==> src/sv/rwsc_pkg.sv <==
// ---------------------------------------------------------------------------
// RSSI window statistics package
// Shared types, widths and constants of the window statistics calibrator.
// ---------------------------------------------------------------------------
package rwsc_pkg;

	localparam int WINDOW_DEF      = 16;
	localparam int CAL_SAMPLES_DEF = 256;

	// Divider widths cover the largest numerator (variance, about 2^38) and
	// the largest divisor (N*(N-1) for a 256-entry window).
	localparam int DIV_NUM_W = 40;
	localparam int DIV_DEN_W = 16;
	localparam int DIV_CNT_W = 6;

	// Running sums sized for the largest window and calibration length.
	localparam int T_W     = 17;
	localparam int S_W     = 23;
	localparam int CSUM_W  = 20;
	localparam int VSUM_W  = 37;

	localparam logic [15:0] ALPHA_RESET    = 16'd655;
	localparam logic [15:0] BASELINE_RESET = 16'hC400;
	localparam logic [23:0] FLOOR_FALLBACK = 24'd13;
	localparam logic [23:0] VAR_MAX        = 24'hFFFFFF;

	typedef enum logic [1:0] {
		OP_SAMPLE     = 2'd0,
		OP_CAL_SAMPLE = 2'd1,
		OP_CAL_START  = 2'd2,
		OP_ADAPT      = 2'd3
	} op_t;

	typedef struct packed {
		op_t                op;
		logic signed [7:0]  rssi;
		logic signed [15:0] mean_in;
	} cmd_t;

	// First member sits in the highest bits.
	typedef struct packed {
		logic [23:0]        noise_floor;
		logic signed [15:0] baseline;
		logic               calibration_done;
		logic               calibrating;
		logic               window_full;
		logic [23:0]        window_variance;
		logic signed [15:0] window_mean;
	} result_t;

	typedef enum logic [3:0] {
		ST_IDLE,
		ST_EXEC,
		ST_EMA,
		ST_PUSH,
		ST_MUL,
		ST_MEAN_GO,
		ST_MEAN_WAIT,
		ST_VAR_GO,
		ST_VAR_WAIT,
		ST_ACC,
		ST_BASE_GO,
		ST_BASE_WAIT,
		ST_FLOOR_GO,
		ST_FLOOR_WAIT,
		ST_EMIT
	} state_t;

endpackage

==> src/sv/rwsc_front.sv <==
// ---------------------------------------------------------------------------
// RSSI window statistics front end
// Accepts input transactions, decodes the opcode and hands commands on.
// ---------------------------------------------------------------------------
module rwsc_front import rwsc_pkg::*; (
	input  logic               clk,
	input  logic               arst_n,
	input  logic               in_valid,
	output logic               in_ready,
	input  logic [1:0]         in_opcode,
	input  logic signed [7:0]  in_rssi,
	input  logic signed [15:0] in_mean,
	output logic               cmd_valid,
	input  logic               cmd_ready,
	output cmd_t               cmd
);

	logic valid_s1;
	cmd_t cmd_s1;

	assign in_ready  = !valid_s1 || cmd_ready;
	assign cmd_valid = valid_s1;
	assign cmd       = cmd_s1;

	always_ff @(posedge clk or negedge arst_n) begin
		if (!arst_n) begin
			valid_s1 <= 1'b0;
		end else if (in_ready) begin
			valid_s1 <= in_valid;
		end
	end

	always_ff @(posedge clk) begin
		if (in_valid && in_ready) begin
			cmd_s1.op      <= op_t'(in_opcode);
			cmd_s1.rssi    <= in_rssi;
			cmd_s1.mean_in <= in_mean;
		end
	end

endmodule

==> src/sv/rwsc_queue.sv <==
// ---------------------------------------------------------------------------
// RSSI window statistics command queue
// Two-entry queue between the front end and the execution sequencer.
// ---------------------------------------------------------------------------
module rwsc_queue import rwsc_pkg::*; (
	input  logic clk,
	input  logic arst_n,
	input  logic in_valid,
	output logic in_ready,
	input  cmd_t in_cmd,
	output logic out_valid,
	input  logic out_ready,
	output cmd_t out_cmd
);

	cmd_t       entry_q [2];
	logic       wr_ptr_q;
	logic       rd_ptr_q;
	logic [1:0] count_q;
	logic       push;
	logic       pop;

	assign in_ready  = (count_q != 2'd2);
	assign out_valid = (count_q != 2'd0);
	assign out_cmd   = entry_q[rd_ptr_q];
	assign push      = in_valid && in_ready;
	assign pop       = out_valid && out_ready;

	always_ff @(posedge clk or negedge arst_n) begin
		if (!arst_n) begin
			wr_ptr_q <= 1'b0;
			rd_ptr_q <= 1'b0;
			count_q  <= 2'd0;
		end else begin
			if (push) wr_ptr_q <= !wr_ptr_q;
			if (pop) rd_ptr_q <= !rd_ptr_q;
			count_q <= count_q + {1'b0, push} - {1'b0, pop};
		end
	end

	always_ff @(posedge clk) begin
		if (push) entry_q[wr_ptr_q] <= in_cmd;
	end

endmodule

==> src/sv/rwsc_div.sv <==
// ---------------------------------------------------------------------------
// RSSI window statistics divider
// Unsigned restoring divider, one quotient bit per cycle.
// ---------------------------------------------------------------------------
module rwsc_div import rwsc_pkg::*; (
	input  logic                 clk,
	input  logic                 arst_n,
	input  logic                 start,
	input  logic [DIV_NUM_W-1:0] num,
	input  logic [DIV_DEN_W-1:0] den,
	output logic                 busy,
	output logic                 done,
	output logic [DIV_NUM_W-1:0] quo
);

	logic                 busy_q;
	logic                 done_q;
	logic [DIV_CNT_W-1:0] cnt_q;
	logic [DIV_DEN_W-1:0] rem_q;
	logic [DIV_DEN_W-1:0] den_q;
	logic [DIV_NUM_W-1:0] quo_q;
	logic [DIV_DEN_W:0]   trial;
	logic                 fits;

	assign trial = {rem_q, quo_q[DIV_NUM_W-1]};
	assign fits  = (trial >= {1'b0, den_q});
	assign busy  = busy_q;
	assign done  = done_q;
	assign quo   = quo_q;

	always_ff @(posedge clk or negedge arst_n) begin
		if (!arst_n) begin
			busy_q <= 1'b0;
			done_q <= 1'b0;
			cnt_q  <= '0;
		end else begin
			done_q <= 1'b0;
			if (start) begin
				busy_q <= 1'b1;
				cnt_q  <= DIV_CNT_W'(DIV_NUM_W - 1);
			end else if (busy_q) begin
				cnt_q <= cnt_q - 1'b1;
				if (cnt_q == '0) begin
					busy_q <= 1'b0;
					done_q <= 1'b1;
				end
			end
		end
	end

	always_ff @(posedge clk) begin
		if (start) begin
			rem_q <= '0;
			den_q <= den;
			quo_q <= num;
		end else if (busy_q) begin
			rem_q <= fits ? DIV_DEN_W'(trial - {1'b0, den_q}) : trial[DIV_DEN_W-1:0];
			quo_q <= {quo_q[DIV_NUM_W-2:0], fits};
		end
	end

endmodule

==> src/sv/rwsc_back.sv <==
// ---------------------------------------------------------------------------
// RSSI window statistics sequencer
// Executes commands on the sample window and calibration state.
// ---------------------------------------------------------------------------
module rwsc_back import rwsc_pkg::*; #(
	parameter int WINDOW      = WINDOW_DEF,
	parameter int CAL_SAMPLES = CAL_SAMPLES_DEF
) (
	input  logic        clk,
	input  logic        arst_n,
	input  logic [15:0] alpha,
	input  logic        cmd_valid,
	output logic        cmd_ready,
	input  cmd_t        cmd,
	output logic        out_valid,
	input  logic        out_ready,
	output result_t     out_res
);

	localparam int PTR_W  = $clog2(WINDOW);
	localparam int FILL_W = $clog2(WINDOW + 1);
	localparam int CCNT_W = $clog2(CAL_SAMPLES + 1);

	state_t state_q, state_d;
	cmd_t   cmd_q;

	logic signed [7:0] win_mem [WINDOW];
	logic signed [7:0] old_q;

	logic [PTR_W-1:0]  wptr_q;
	logic [FILL_W-1:0] fill_q;
	logic signed [T_W-1:0] t_q;
	logic [S_W-1:0]        s_q;

	logic                     cal_q;
	logic                     hit_q;
	logic                     done_q;
	logic [CCNT_W-1:0]        ccnt_q;
	logic signed [CSUM_W-1:0] csum_q;
	logic [VSUM_W-1:0]        vsum_q;
	logic [CCNT_W-1:0]        vcnt_q;
	logic signed [15:0]       base_q;
	logic [23:0]              floor_q;

	logic signed [34:0] pb_q;
	logic signed [34:0] pm_q;
	logic [31:0]        ns_q;
	logic [33:0]        tt_q;
	logic [DIV_DEN_W-1:0] nn_q;
	logic signed [15:0] mean_q;
	logic [23:0]        var_q;

	logic               out_valid_q;
	result_t            out_res_q;

	logic                 div_start;
	logic [DIV_NUM_W-1:0] div_num;
	logic [DIV_DEN_W-1:0] div_den;
	logic                 div_busy;
	logic                 div_done;
	logic [DIV_NUM_W-1:0] div_quo;

	logic                     full;
	logic                     out_free;
	logic [16:0]              wb;
	logic signed [15:0]       xsq;
	logic signed [15:0]       osq;
	logic signed [2*T_W-1:0]  tt_full;
	logic [T_W-1:0]           t_abs;
	logic [CSUM_W-1:0]        c_abs;
	logic [33:0]              diff;
	logic signed [34:0]       ema;
	logic [16:0]              mq;

	assign full     = (fill_q == FILL_W'(WINDOW));
	assign out_free = !out_valid_q || out_ready;
	assign wb       = 17'h10000 - {1'b0, alpha};
	assign xsq      = cmd_q.rssi * cmd_q.rssi;
	assign osq      = old_q * old_q;
	assign tt_full  = t_q * t_q;
	assign t_abs    = t_q[T_W-1] ? T_W'(-t_q) : T_W'(t_q);
	assign c_abs    = csum_q[CSUM_W-1] ? CSUM_W'(-csum_q) : CSUM_W'(csum_q);
	assign diff     = {2'b00, ns_q} - tt_q;
	assign ema      = pb_q + pm_q + 35'sd32768;
	assign mq       = div_quo[16:0];

	assign cmd_ready = (state_q == ST_IDLE);
	assign out_valid = out_valid_q;
	assign out_res   = out_res_q;

	rwsc_div u_div (
		.clk    (clk),
		.arst_n (arst_n),
		.start  (div_start),
		.num    (div_num),
		.den    (div_den),
		.busy   (div_busy),
		.done   (div_done),
		.quo    (div_quo)
	);

	// Next state.
	always_comb begin
		state_d = state_q;
		case (state_q)
			ST_IDLE: if (cmd_valid) state_d = ST_EXEC;
			ST_EXEC: begin
				case (cmd_q.op)
					OP_SAMPLE:     state_d = ST_PUSH;
					OP_CAL_SAMPLE: state_d = cal_q ? ST_PUSH : ST_MUL;
					OP_ADAPT:      state_d = cal_q ? ST_MUL : ST_EMA;
					default:       state_d = ST_MUL;
				endcase
			end
			ST_EMA:       state_d = ST_MUL;
			ST_PUSH:      state_d = ST_MUL;
			ST_MUL:       state_d = ST_MEAN_GO;
			ST_MEAN_GO:   state_d = (fill_q == '0) ? ST_VAR_GO : ST_MEAN_WAIT;
			ST_MEAN_WAIT: if (div_done) state_d = ST_VAR_GO;
			ST_VAR_GO:    state_d = (fill_q < FILL_W'(2)) ? ST_ACC : ST_VAR_WAIT;
			ST_VAR_WAIT:  if (div_done) state_d = ST_ACC;
			ST_ACC: begin
				if (hit_q && ccnt_q >= CCNT_W'(CAL_SAMPLES)) state_d = ST_BASE_GO;
				else state_d = ST_EMIT;
			end
			ST_BASE_GO:    state_d = ST_BASE_WAIT;
			ST_BASE_WAIT:  if (div_done) state_d = ST_FLOOR_GO;
			ST_FLOOR_GO:   state_d = (vcnt_q == '0) ? ST_EMIT : ST_FLOOR_WAIT;
			ST_FLOOR_WAIT: if (div_done) state_d = ST_EMIT;
			ST_EMIT:       if (out_free) state_d = ST_IDLE;
			default:       state_d = ST_IDLE;
		endcase
	end

	// Divider operands.
	always_comb begin
		div_start = 1'b0;
		div_num   = '0;
		div_den   = '0;
		case (state_q)
			ST_MEAN_GO: begin
				div_start = (fill_q != '0);
				div_num   = (DIV_NUM_W'(t_abs) << 8) + DIV_NUM_W'(fill_q >> 1);
				div_den   = DIV_DEN_W'(fill_q);
			end
			ST_VAR_GO: begin
				div_start = (fill_q >= FILL_W'(2));
				div_num   = {diff[31:0], 8'h00} + DIV_NUM_W'(nn_q >> 1);
				div_den   = nn_q;
			end
			ST_BASE_GO: begin
				div_start = 1'b1;
				div_num   = (DIV_NUM_W'(c_abs) << 8) + DIV_NUM_W'(ccnt_q >> 1);
				div_den   = DIV_DEN_W'(ccnt_q);
			end
			ST_FLOOR_GO: begin
				div_start = (vcnt_q != '0);
				div_num   = DIV_NUM_W'(vsum_q) + DIV_NUM_W'(vcnt_q >> 1);
				div_den   = DIV_DEN_W'(vcnt_q);
			end
			default: begin
				div_start = 1'b0;
			end
		endcase
	end

	always_ff @(posedge clk) begin
		old_q <= win_mem[wptr_q];
		if (state_q == ST_PUSH) win_mem[wptr_q] <= cmd_q.rssi;
	end

	always_ff @(posedge clk or negedge arst_n) begin
		if (!arst_n) begin
			state_q     <= ST_IDLE;
			wptr_q      <= '0;
			fill_q      <= '0;
			t_q         <= '0;
			s_q         <= '0;
			cal_q       <= 1'b0;
			hit_q       <= 1'b0;
			done_q      <= 1'b0;
			ccnt_q      <= '0;
			csum_q      <= '0;
			vsum_q      <= '0;
			vcnt_q      <= '0;
			base_q      <= BASELINE_RESET;
			floor_q     <= FLOOR_FALLBACK;
			mean_q      <= '0;
			var_q       <= '0;
			out_valid_q <= 1'b0;
		end else begin
			state_q <= state_d;
			if (state_q == ST_EMIT && out_free) out_valid_q <= 1'b1;
			else if (out_ready) out_valid_q <= 1'b0;
			case (state_q)
				ST_EXEC: begin
					done_q <= 1'b0;
					hit_q  <= (cmd_q.op == OP_CAL_SAMPLE) && cal_q;
					if (cmd_q.op == OP_CAL_START) begin
						cal_q  <= 1'b1;
						ccnt_q <= '0;
						csum_q <= '0;
						vsum_q <= '0;
						vcnt_q <= '0;
						fill_q <= '0;
						wptr_q <= '0;
						t_q    <= '0;
						s_q    <= '0;
					end
				end
				ST_EMA: base_q <= ema[31:16];
				ST_PUSH: begin
					wptr_q <= (wptr_q == PTR_W'(WINDOW - 1)) ? '0 : wptr_q + 1'b1;
					if (!full) fill_q <= fill_q + 1'b1;
					t_q <= t_q + T_W'(cmd_q.rssi) - (full ? T_W'(old_q) : '0);
					s_q <= s_q + S_W'(xsq) - (full ? S_W'(osq) : '0);
					if (hit_q) begin
						ccnt_q <= ccnt_q + 1'b1;
						csum_q <= csum_q + CSUM_W'(cmd_q.rssi);
					end
				end
				ST_MEAN_GO: if (fill_q == '0) mean_q <= '0;
				ST_MEAN_WAIT: if (div_done) mean_q <= t_q[T_W-1] ? 16'(-mq) : 16'(mq);
				ST_VAR_GO: if (fill_q < FILL_W'(2)) var_q <= '0;
				ST_VAR_WAIT: begin
					if (div_done) var_q <= (div_quo > DIV_NUM_W'(VAR_MAX)) ? VAR_MAX : div_quo[23:0];
				end
				ST_ACC: begin
					if (hit_q && full) begin
						vsum_q <= vsum_q + VSUM_W'(var_q);
						vcnt_q <= vcnt_q + 1'b1;
					end
					if (hit_q && ccnt_q >= CCNT_W'(CAL_SAMPLES)) begin
						cal_q  <= 1'b0;
						done_q <= 1'b1;
					end
				end
				ST_BASE_WAIT: begin
					if (div_done) base_q <= csum_q[CSUM_W-1] ? 16'(-div_quo) : div_quo[15:0];
				end
				ST_FLOOR_GO: if (vcnt_q == '0) floor_q <= FLOOR_FALLBACK;
				ST_FLOOR_WAIT: begin
					if (div_done) begin
						if (div_quo > DIV_NUM_W'(VAR_MAX)) floor_q <= VAR_MAX;
						else if (div_quo == '0) floor_q <= 24'd1;
						else floor_q <= div_quo[23:0];
					end
				end
				default: begin
					hit_q <= hit_q;
				end
			endcase
		end
	end

	// Payload registers.
	always_ff @(posedge clk) begin
		if (state_q == ST_IDLE && cmd_valid) cmd_q <= cmd;
		if (state_q == ST_EXEC) begin
			pb_q <= $signed({1'b0, wb}) * base_q;
			pm_q <= $signed({1'b0, alpha}) * cmd_q.mean_in;
		end
		if (state_q == ST_MUL) begin
			ns_q <= 32'(fill_q) * 32'(s_q);
			tt_q <= tt_full[33:0];
			nn_q <= DIV_DEN_W'(fill_q) * DIV_DEN_W'(fill_q - 1'b1);
		end
		if (state_q == ST_EMIT && out_free) begin
			out_res_q.window_mean      <= mean_q;
			out_res_q.window_variance  <= var_q;
			out_res_q.window_full      <= full;
			out_res_q.calibrating      <= cal_q;
			out_res_q.calibration_done <= done_q;
			out_res_q.baseline         <= base_q;
			out_res_q.noise_floor      <= floor_q;
		end
	end

	a_fill_bound: assert property (@(posedge clk) disable iff (!arst_n)
		fill_q <= FILL_W'(WINDOW))
		else $error("fill count beyond window depth");

	a_div_wait: assert property (@(posedge clk) disable iff (!arst_n)
		div_done |-> (state_q == ST_MEAN_WAIT || state_q == ST_VAR_WAIT ||
			state_q == ST_BASE_WAIT || state_q == ST_FLOOR_WAIT))
		else $error("divider finished outside a wait state");

	a_div_idle_start: assert property (@(posedge clk) disable iff (!arst_n)
		div_start |-> !div_busy)
		else $error("divider started while busy");

	a_done_ends_cal: assert property (@(posedge clk) disable iff (!arst_n)
		(state_q == ST_EMIT && done_q) |-> !cal_q)
		else $error("calibration done reported while still calibrating");

endmodule

==> src/sv/rssi_window_stats_calibrator.sv <==
// ---------------------------------------------------------------------------
// RSSI window statistics calibrator
// Sliding-window mean and variance of RSSI samples with a calibrated
// baseline and noise floor.
// ---------------------------------------------------------------------------
// Every input transaction yields exactly one output transaction carrying the
// window mean (signed Q8.8), the N-1 sample variance (unsigned Q16.8), the
// window and calibration flags, the baseline (signed Q8.8) and the noise
// floor (unsigned Q16.8), all as they stand after the item is applied. The
// time is set by the shared divider, which produces one quotient bit per
// cycle over 40 bits while it is busy. An item needs a division for the mean
// and one for the variance once the window holds two or more samples; with
// one sample the variance division is skipped, and with none the mean
// division too. The calibration sample that ends calibration adds the
// baseline and floor averages, and skips the floor division when no
// full-window variance was gathered. A two-entry queue and an input register
// take further items while one is in work, and a finished result waits in
// the output register while the next item is worked on.
// The EMA weight register may be written only while the block is idle.
// ---------------------------------------------------------------------------
module rssi_window_stats_calibrator import rwsc_pkg::*; #(
	parameter int WINDOW      = WINDOW_DEF,
	parameter int CAL_SAMPLES = CAL_SAMPLES_DEF
) (
	input  logic        clk,
	input  logic        arst_n,
	// EMA weight of the new mean, unsigned Q0.16
	input  logic        cfg_we,
	input  logic [15:0] cfg_wdata,
	input  logic        s_axis_tvalid,
	output logic        s_axis_tready,
	// [7:0] rssi, [23:8] mean_in
	input  logic [23:0] s_axis_tdata,
	// [1:0] opcode
	input  logic [1:0]  s_axis_tuser,
	output logic        m_axis_tvalid,
	input  logic        m_axis_tready,
	// [15:0] window_mean, [39:16] window_variance, [40] window_full,
	// [41] calibrating, [42] calibration_done, [58:43] baseline,
	// [82:59] noise_floor, [87:83] zero
	output logic [87:0] m_axis_tdata
);

	logic [15:0] alpha_q;
	logic        cmd_valid;
	logic        cmd_ready;
	cmd_t        cmd;
	logic        q_valid;
	logic        q_ready;
	cmd_t        q_cmd;
	result_t     res;

	// The EMA weight is held here and used by the sequencer directly.
	always_ff @(posedge clk or negedge arst_n) begin
		if (!arst_n) begin
			alpha_q <= ALPHA_RESET;
		end else if (cfg_we) begin
			alpha_q <= cfg_wdata;
		end
	end

	// The front end registers and decodes each incoming transaction.
	rwsc_front u_front (
		.clk       (clk),
		.arst_n    (arst_n),
		.in_valid  (s_axis_tvalid),
		.in_ready  (s_axis_tready),
		.in_opcode (s_axis_tuser),
		.in_rssi   (s_axis_tdata[7:0]),
		.in_mean   (s_axis_tdata[23:8]),
		.cmd_valid (cmd_valid),
		.cmd_ready (cmd_ready),
		.cmd       (cmd)
	);

	// Commands wait here so that either side can stall on its own.
	rwsc_queue u_queue (
		.clk       (clk),
		.arst_n    (arst_n),
		.in_valid  (cmd_valid),
		.in_ready  (cmd_ready),
		.in_cmd    (cmd),
		.out_valid (q_valid),
		.out_ready (q_ready),
		.out_cmd   (q_cmd)
	);

	// The sequencer owns the window memory, the running sums, calibration
	// and the output register.
	rwsc_back #(
		.WINDOW      (WINDOW),
		.CAL_SAMPLES (CAL_SAMPLES)
	) u_back (
		.clk       (clk),
		.arst_n    (arst_n),
		.alpha     (alpha_q),
		.cmd_valid (q_valid),
		.cmd_ready (q_ready),
		.cmd       (q_cmd),
		.out_valid (m_axis_tvalid),
		.out_ready (m_axis_tready),
		.out_res   (res)
	);

	assign m_axis_tdata = {5'b00000, res};

endmodule

==> config.mk <==
export PLATFORM = sky130hd
export DESIGN_NAME = rssi_window_stats_calibrator
export DESIGN_NICKNAME = d
export VERILOG_FILES = /design/src/sv/rwsc_pkg.sv /design/src/sv/rwsc_front.sv /design/src/sv/rwsc_queue.sv /design/src/sv/rwsc_div.sv /design/src/sv/rwsc_back.sv /design/src/sv/rssi_window_stats_calibrator.sv
export SDC_FILE = /design/constraint.sdc
export NUM_CORES = 2
export LEC_CHECK = 0
export ABC_AREA = 0
export BUFFER_PORTS_ARGS = -buffer_cell sky130_fd_sc_hd__clkbuf_2
export CAP_MARGIN = 0
export CORE_ASPECT_RATIO = 1.4
export CORE_MARGIN = 2
export CORE_UTILIZATION = 45
export CTS_CLUSTER_DIAMETER = 200
export CTS_CLUSTER_SIZE = 8
export DETAILED_ROUTE_END_ITERATION = 12
export SLEW_MARGIN = 15
export SYNTH_ARGS = -nofsm -noshare
export SYNTH_HDL_FRONTEND = slang
export SYNTH_SLANG_ARGS = --single-unit
==> constraint.sdc <==
create_clock -name clk -period 8.2 [get_ports clk]
set_input_delay 0 -clock clk [delete_from_list [all_inputs] [get_ports clk]]
set_output_delay 0 -clock clk [all_outputs]
set_load 0.01 [all_outputs]
==> impl_results.md <==
* Status: completed
* Number of global-route vias before repair at 56000
* Final setup fails at 0
* Largest net degree at the start of global routing at 76
* Wire length on met3 at approximately 7900 um
* Worst-Skew Late Latency at 0.75 ns
* Starting DRT DRC Count at between 3000 and 4000
* Drt drc at 0
* Worst path max stage delay at 0.58 ns
* Final hold violation count at 0
* CP Class: register to register
* Longest Clk Path Bufs at 3
* Width of the die at ~350 um
* Max Used Layer: met4
* Reg-to-reg endpoint: u_back.pb_q[30]
* Routability cong. at 0.920
* Die ar. at ~170000 um2
* Type of origin of the critical path: register
* Num CTS Buffers at ~110
* Final Routed Wirelength at 196000 um
* Final net count at slightly above 9000
* First-pass GRT wire length at 310000 um
* Die height at 487 um
* Main synth FF type: edfxtp_1
* Crit. End Element: register
* Synth unique cells at 89
* Via count at 53100
* Layout area overhead at 9.94%
* Sequential fraction of the synthesis area at 0.291
* DR vias/cell at between 5 and 6
* Tot GR Track Use at 0.234
* R2R cell count at 31
* Std cell rows at about 180
* CTS root buf: clkbuf_16
* #FFs+latches synth at about 770
* Worst Path Buf+Inv at 7
* Clock skew at 0.0441 ns
* Routed length per instance at 19.9 um
* Drt pass-1 iters at 6
* Cells after synthesis at 7437
* Hold WC Path Type: input port to register
* Post-DP HPWL at 154000 um
* Met2 WL post-DR at roughly 100000 um
* Ys Warns at 0
* RSZ-0062 raised after global routing: false
* Share of layout cells above drive strength 1 at 0.0684
* WP data required at 8.70 ns
* Final Max Slew Viols at 0
* Initial antenna violation count at 1
* Final ANT Viol Nets at 0
* Worst path top cell family by delay: adder cells
* CTS tree: done
* Post-Syn Area at roughly 75000 um2
* Setup TNS at 0 ns
* Arrival time worst endpoint at 8.26 ns
* Total gr overflow at 0
* Max_cap viols at 0
* Beginning of the critical path: alpha_q[1]
* Max-slew headroom at 0.205
* CORE AREA at 166000 um2
* Critical path depth in cells at 31
* H-Tree Depth at 3
* Synth top area cells: fa_1, edfxtp_1, ha_1, dfrtp_1, inv_1
* Critical Path Fanout Max at 16
* Fill cell count at 15200
* Worst r2r src: alpha_q[1]
* Mean area per synthesized cell at approximately 10 um2
* Post-synth EDFFs at 509
* Min Tclk post-route at 7.77 ns
* Crit-path slowest cell: fa_1
* CTS Sinks at 774
* Io pins at 137
* IO Port Bufs at 131
* Synth top area share at 0.234
* Worst slew pin tran at 1.19 ns
* Starting Density at 0.452
* Fmax at 129 MHz
* FFs w/ async S/R, synth at 0.311
* Final period utilization at 0.947
* Reg2reg setup slack at 0.43 ns
* Clock slew at reported path FFs at 0.06 ns
* WL met1 at ~77000 um
* Synth area leader: fa_1
* CP Capture Point: u_back.pb_q[30]
==> per-layer routing <==
layer | track usage | up-vias
li1 | - | 24600
met1 | 0.278 | 26900
met2 | 0.429 | 1197
met3 | 0.0244 | 348
met4 | 0.0960 | 0
met5 | 0 | -
==> how the worst min path moves through the flow <==
| stage | start | end | slack (ns) | depth (start not counted) |
|---|---|---|---|---|
| after floorplan | arst_n | alpha_q[10] | -0.30 | 0 |
| after global routing | s_axis_tdata[20] | u_front.cmd[12] | 0.03 | 2 |
| after CTS | s_axis_tdata[18] | u_front.cmd[10] | 0.003 | 2 |
| final | s_axis_tdata[20] | u_front.cmd[12] | 0.06 | 2 |
| after global placement | arst_n | u_back.t_q[16] | -0.06 | 1 |
| after detailed placement | arst_n | u_back.t_q[12] | -0.05 | 1 |
==> cell usage after synthesis, drive strengths merged (20+ instances only) <==
cell    number
and2       305
nor4        20
a211oi      37
nand2b      85
nand4       35
clkbuf     239
dfrtp      229
o21ai      231
ha         648
a21oi      259
dfxtp       24
nor2       450
a22oi       21
inv       1206
xor2       184
a22o        28
nand3       81
a21o        94
xnor2      283
buf         32
a31oi       33
o22ai       51
nand2      848
o21bai      49
o31ai       28
nor3        66
nor2b       44
fa         877
o21a        44
and3        42
or3         42
mux2        46
mux4        40
edfxtp     509
==> area by class of cell <==
class | instances | area (um2) | share of cell area
antenna | 1 | 2.50 | 0.0000304
multi-input combinational | 5201 | 47700 | 0.579
tap | 2148 | 2690 | 0.0326
sequential | 774 | 21800 | 0.265
inverter | 1212 | 4550 | 0.0553
clock inverter | 7 | 175 | 0.00213
timing repair buffer | 337 | 2450 | 0.0298
clock buffer | 192 | 2990 | 0.0363
==> worst register-to-register path, delay by kind of cell, from the launching register on <==
family / cells / cell delay (ns)
xor gates and xnor gates: 2 / 0.24
DFF: 1 / 0.38
buffers and inverters: 7 / 0.58
and+or+nand+nor: 10 / 1.79
AOI/OAI and AO/OA: 4 / 0.97
adders and majority gates: 8 / 3.57
==> logic make-up (layout without fill, tap and decap cells) <==
logic type,Yosys count,after routing,share of synthesized area
other,2,24,0.000100
buffers and inverters,1483,1748,0.0749
AO/OA/AOI/OAI,1006,1006,0.0859
AND/OR/NAND/NOR,2078,2078,0.130
XOR/XNOR,467,467,0.0546
adder cells (fa/ha/maj),1525,1525,0.343
multiplexers,102,102,0.0211
flip-flops,774,774,0.291
==> repair_timing <==
action	in CTS	in global routing
endpoints found under the setup margin	0	7
hold buffers	87	0
resized for setup	0	7
buffers inserted	0	0
hold endpoints to repair	231	0
==> state kept, by name (all words and copies together), names as in the netlist, 9 cells and up <==
name,flops
u_back.floor_q,24
u_back.var_q,24
u_back.u_div.quo,40
u_back.mean_q,16
u_back.out_res,83
u_front.cmd,26
u_back.pm_q,32
u_back.ns_q,28
u_back.cmd_q,26
u_back.csum_q,20
u_back.win_mem,128
u_back.u_div.den_q,16
u_back.s_q,23
alpha_q,16
u_back.tt_q,31
u_back.base_q,16
u_back.u_div.rem_q,16
u_back.pb_q,32
u_queue.entry_q,52
u_back.nn_q,15
u_back.t_q,17
u_back.vcnt_q,9
u_back.vsum_q,37
u_back.ccnt_q,9
==> placed cells by master, fill, tap and decap left out, types with 40 or more instances in the layout <==
cell	count
buf_4	118
ha_1	648
o22ai_1	51
inv_1	1203
dlygate4sd3_1	86
o21a_1	44
a21oi_1	259
mux2_2	46
dfrtp_1	227
clkbuf_1	85
fa_1	877
mux4_2	40
nand2_1	847
and2_1	305
nand3_1	79
nor2b_1	44
nor3_1	58
o21bai_1	48
xor2_1	182
a21o_1	94
clkbuf_2	130
nand2b_1	85
xnor2_1	280
o21ai_0	228
nor2_1	446
edfxtp_1	509
clkbuf_16	106
and3_1	41
==> per-stage QoR <==
| stage | instance area (um2) | util | cells | hold slack, ns | setup slack (ns) |
|---|---|---|---|---|---|
| global route | 82300 | 0.497 | 9872 | 0.0320 | 0.00840 |
| floorplan | 75000 | - | 7458 | -0.296 | 0.0227 |
| global placement | 78200 | 0.472 | 9585 | -0.0559 | 0.413 |
| CTS | 82300 | 0.497 | 9871 | 0.00266 | 0.302 |
| detailed placement | 78200 | 0.472 | 9585 | -0.0513 | 0.316 |
| finish | 82300 | 0.497 | 9872 | 0.0582 | 0.433 |
Power is not shown: default switching activity piles up to over one toggle a cycle in this logic, so the estimate is an artifact.
